## config.mk

```make
export PLATFORM = sky130hd
export DESIGN_NAME = tti_ram
export DESIGN_NICKNAME = d
export VERILOG_FILES = /design/src/design/trilinear_table_interpolator_macros.svh /design/src/design/tti_ram.sv
export SDC_FILE = /design/constraint.sdc
export NUM_CORES = 1
export LEC_CHECK = 0
export ABC_AREA = 0
export BUFFER_PORTS_ARGS = -buffer_cell sky130_fd_sc_hd__buf_2
export CORE_UTILIZATION = 36
export CTS_CLUSTER_SIZE = 16
export DETAILED_ROUTE_END_ITERATION = 6
export PLACE_DENSITY = 0.63
export SYNTH_ARGS = -nofsm -noshare
export SYNTH_HDL_FRONTEND = slang
export SYNTH_SLANG_ARGS = --single-unit
```

## constraint.sdc

```tcl
create_clock -name i_clk -period 3.45 [get_ports i_clk]
set_clock_uncertainty 0.15 [all_clocks]
set_input_delay 0.1725 -clock i_clk [delete_from_list [all_inputs] [get_ports i_clk]]
set_output_delay 0.1725 -clock i_clk [all_outputs]
set_load 0.05 [all_outputs]
```

## src/design/trilinear_table_interpolator_macros.svh

```systemverilog
// Assertion macros used by the interpolator design file.
`ifndef TRILINEAR_TABLE_INTERPOLATOR_MACROS_SVH
`define TRILINEAR_TABLE_INTERPOLATOR_MACROS_SVH

// The consequent must hold in the same cycle as the antecedent.
`define TTI_ASSERT_SAME(label, clk, rst_n, ante, cons, msg) \
    label: assert property (@(posedge clk) disable iff (!rst_n) (ante) |-> (cons)) \
        else $error(msg);

// The consequent must hold in the cycle after the antecedent.
`define TTI_ASSERT_NEXT(label, clk, rst_n, ante, cons, msg) \
    label: assert property (@(posedge clk) disable iff (!rst_n) (ante) |=> (cons)) \
        else $error(msg);

`endif

```

## src/design/tti_ram.sv

```systemverilog
module tti_ram #(
    parameter int WIDTH = 32,
    parameter int DEPTH = 16
) (
    input  logic                     i_clk,
    input  logic                     i_we,
    input  logic [$clog2(DEPTH)-1:0] i_waddr,
    input  logic [WIDTH-1:0]         i_wdata,
    input  logic                     i_re,
    input  logic [$clog2(DEPTH)-1:0] i_raddr,
    output logic [WIDTH-1:0]         o_rdata
);

    logic [WIDTH-1:0] r_mem [DEPTH];
    logic [WIDTH-1:0] r_rdata;

    always_ff @(posedge i_clk) begin
        if (i_we) begin
            r_mem[i_waddr] <= i_wdata;
        end
        if (i_re) begin
            r_rdata <= r_mem[i_raddr];
        end
    end

    assign o_rdata = r_rdata;

endmodule

```

# After elaboration in Yosys (flattened, before gate mapping)
# Memories as Yosys holds them, arrays and structs flattened. A register that Yosys moved wholly into a read port is not among the register bits.
# Cells that the tools add are included.
# op_classes
eq_ne	0
shifts	0
n_mux	2
n_reduce_logical	0
n_div	0
n_lt_le_gt_ge	0
n_addsub	0
n_mul	0
n_bitwise	0
# ops
op	count
2-to-1 mux 1 bit	2
# totals
rom_bits	0
input_bits	43
word_cells	3
output_inout_bits	32
regBits	0
ram_bits	512
mem_count	1
latch_bits	0
# mem_list
memory	depth	width	rd	rd_clocked_by_memory_dff	wr	line_no	source
r_mem	16	32	1	1	1	tti_ram.sv:14	logic [WIDTH-1:0] r_mem [DEPTH];

# Logic depth before layout (Yosys ltp)
# depth
depth_word	2
ltp_mapped	5
depth_no_buf	3

# Least setup slack after synthesis
# OpenSTA, ideal clock, no wires.
# synth_path
path_kind	input to register
startpoint	input port i_waddr[2]
endpoint	memory r_mem[0][0] (enable)
path_slack_ns	-0.052
t_arrival_ns	2.891
setup_time_ns	0.461
required_ns	2.839
n_path_buf	0
stages	2
path_cell_list	or3b_2 nor3_1
# synth_lines
element	line_no	source
from (decl)	tti_ram.sv:7	input logic [$clog2(DEPTH)-1:0] i_waddr,
to (decl)	tti_ram.sv:14	
# No word-level cell before the write port.

# Final worst setup path
# layout_path
startpoint	register r_rdata[30], in the netlist o_rdata[30] (read register of r_mem)
endpoint	output port o_rdata[30]
# layout_lines
element	line_no	source
from (decl)	tti_ram.sv:15	logic [WIDTH-1:0] r_rdata;
to (decl)	tti_ram.sv:11	output logic [WIDTH-1:0] o_rdata
# No word-level cell between the ends.

==> impl_metrics.yaml <==
yosys:
  syn_nets: 881
  synth_cell_types: 17
  avgSynthCellArea_um2: 24.1
  synth_cells: 838
  ys.warnings.count: 0
  ys_ff_latch: 544
  synth_seq_area_share_pct: 81.0
  syn-cell-area_um2: 20200
worst_setup_path:
  reg2regPathDepth: 3
  endpoint_kind: "output port"
  cpMaxStageDelayCell: "edfxtp_1"
  cp_top_family: "flip-flops"
  start_kind: "flop"
  criticalPathCategory: "flop to output port"
  worst-endpoint-arrival_ns: 1.32
  crit_chain: "buf_2"
  r2r_end: "o_rdata[3]"
  path_max_fanout: 1
  max_stage_delay_ns: 0.43
  r2r_start: "r_mem[3][3]"
  required_ns: 3.13
  cp_num_buf_inv: 1
  rrSetupSlack_ns: 1.82
cts:
  cts_root_buf: "clkbuf_16"
  cts_resized: 0
  clkSinkCount: 544
  max-clock-path-buffers: 3
  ctsHtreeMaxLevel: 2
  cts_tree: "done"
  cts_inserted_buffers: 54
  path_clk_slew_ns: 0.06
  clk_latency_ns: 0.58
placed_design:
  dp_worst_setup_slack_ns: 1.17
  io_buffers: 74
  dpl.hpwl_mm: 23.9
  gp_congestion: 0.705
sta:
  period_share_pct: 47.6
  fin_worst_hold_slack_ns: 0.123
  slew_headroom_pct: 15.5
  finalHoldViolations: 0
  fin_tns_setup_ns: 0
  worst_slew_pin_slew_ns: 1.27
  rsz0062_at_grt: "no"
  timing.fmax_mhz: 609
  slew_viol_final: 0
  fin_crit_ns: 1.64
  setup_ws_ns: 1.81
  setup_viol: 0
finish:
  drive_above_1_share_pct: 31.6
  layout_commonest_cell: "edfxtp_1"
  layout_common_cells: "edfxtp_1 (544), mux4_2 (128), buf_2 (72)"
  final_core_util_pct: 43.1
  nNetsFinal: 1039
  synthToLayoutAreaGrowth_pct: 18.0
route:
  drc: 0
  wl_mm: 44.0
  via_per_inst: 5.23
  wire_per_inst_um: 24.6
  via_count: 9345
  ant_nets: 0
  drt_iter0_drc: 937
  dr.pass1.iters: 5
flow_run:
  cap_violations: 0
outcome:
  status: "complete, no violations"
global_route:
  antenna_found_initial: 2
  grt_overflow: 0
  grt_pass1_wl_mm: 64.8
  grt_max_degree: 42
  track_usage_pct: 15.7
  grt_pass1_vias: 9767
floorplanning:
  die-area_um2: 57000
  fp.dieH_um: 239
  coreArea_um2: 55200
  initial_core_util_pct: 36.5
  die_w_um: 239
  rows: 86
  ios: 75
hold_path:
  min_path_cells: 4
  holdPathEnd: "o_rdata[0]"
  holdCritPathClass: "input port to flop"
  hold_start: "i_raddr[3]"
power:
  p_per_area_nw_per_um2: 588
  total_leakage_power_nw: 7.56
  finalPower_mw: 14.0
  ir_drop_mv: 0.329
## Yosys cell counts (all sizes together)
cell type	instances	share of area, %
nand3	1	0.025
nor3	4	0.099
nand2b	2	0.062
nand3b	2	0.074
buf	26	0.79
and2	1	0.031
clkbuf	17	0.32
a22oi	64	2.4
nor2b	2	0.062
nor2	13	0.24
mux4	128	14
edfxtp	544	81
nand2	33	0.61
or3b	1	0.043
## stage by stage
| step | cell area, um2 | std cells |
|---|---|---|
| floorplan | 20200 | 838 |
| global placement | 21800 | 1656 |
| detailed placement | 21800 | 1656 |
| CTS | 23800 | 1787 |
| global route | 23800 | 1788 |
| finish | 23800 | 1788 |
## final cells by class
class	instances	area (um2)
timing repair buffer	145	1060
clock buffer	78	1510
tap	748	936
antenna	1	2.50
clock inverter	21	220
multi-input combinational	251	3760
sequential	544	16300
fill	4658	31400
## routing by layer
metal  vias to the layer above  global-route usage [%]  part of all wire, %
met3                        56                    3.50                  7.4
met4                         0                    3.46                  1.6
met5                         -                       0                    0
li1                       3927                       -                    -
met1                      5036                    22.5                   43
met2                       326                    24.5                   48
## state kept, by name, indices dropped and copies added, names as in the netlist
register	cells
o_rdata	32
r_mem	512
## where the power goes
group	internal (mW)	total, mW	leakage (nW)	switching [mW]
combinational	0.289	0.784	1.79	0.495
sequential	7.45	7.49	4.94	0.0456
clock	3.38	5.73	0.825	2.34
total	11.1	14.0	7.56	2.88
## worst max path at each step
stage	start	slack, ns	end	cells after the start
3_5_place_dp	i_raddr[0]	1.17	o_rdata[6]	5
2_1_floorplan	i_waddr[2]	0.25	r_mem[8][0]	2
6_report	o_rdata[30]	1.81	o_rdata[30]	1
4_1_cts	o_rdata[28]	1.78	o_rdata[28]	1
3_3_place_gp	i_raddr[0]	1.15	o_rdata[6]	5
5_1_grt	i_raddr[0]	1.70	o_rdata[6]	5
## cells by family (layout without fill, tap and decap cells)
group | after synthesis | count (layout) | share of synthesized area (%)
AOI/OAI and AO/OA | 64 | 64 | 2.38
muxes | 128 | 128 | 14.3
DFF | 544 | 544 | 81.0
and+or+nand+nor | 59 | 59 | 1.25
other | 0 | 1 | 0
buffers and inverters | 43 | 244 | 1.10
## what timing repair did
action | CTS | global route
hold buffers | 32 | 0
hold endpoints to repair | 512 | 0
buffers inserted | 0 | 0
No activity file was read; power rests on OpenSTA's default activity.
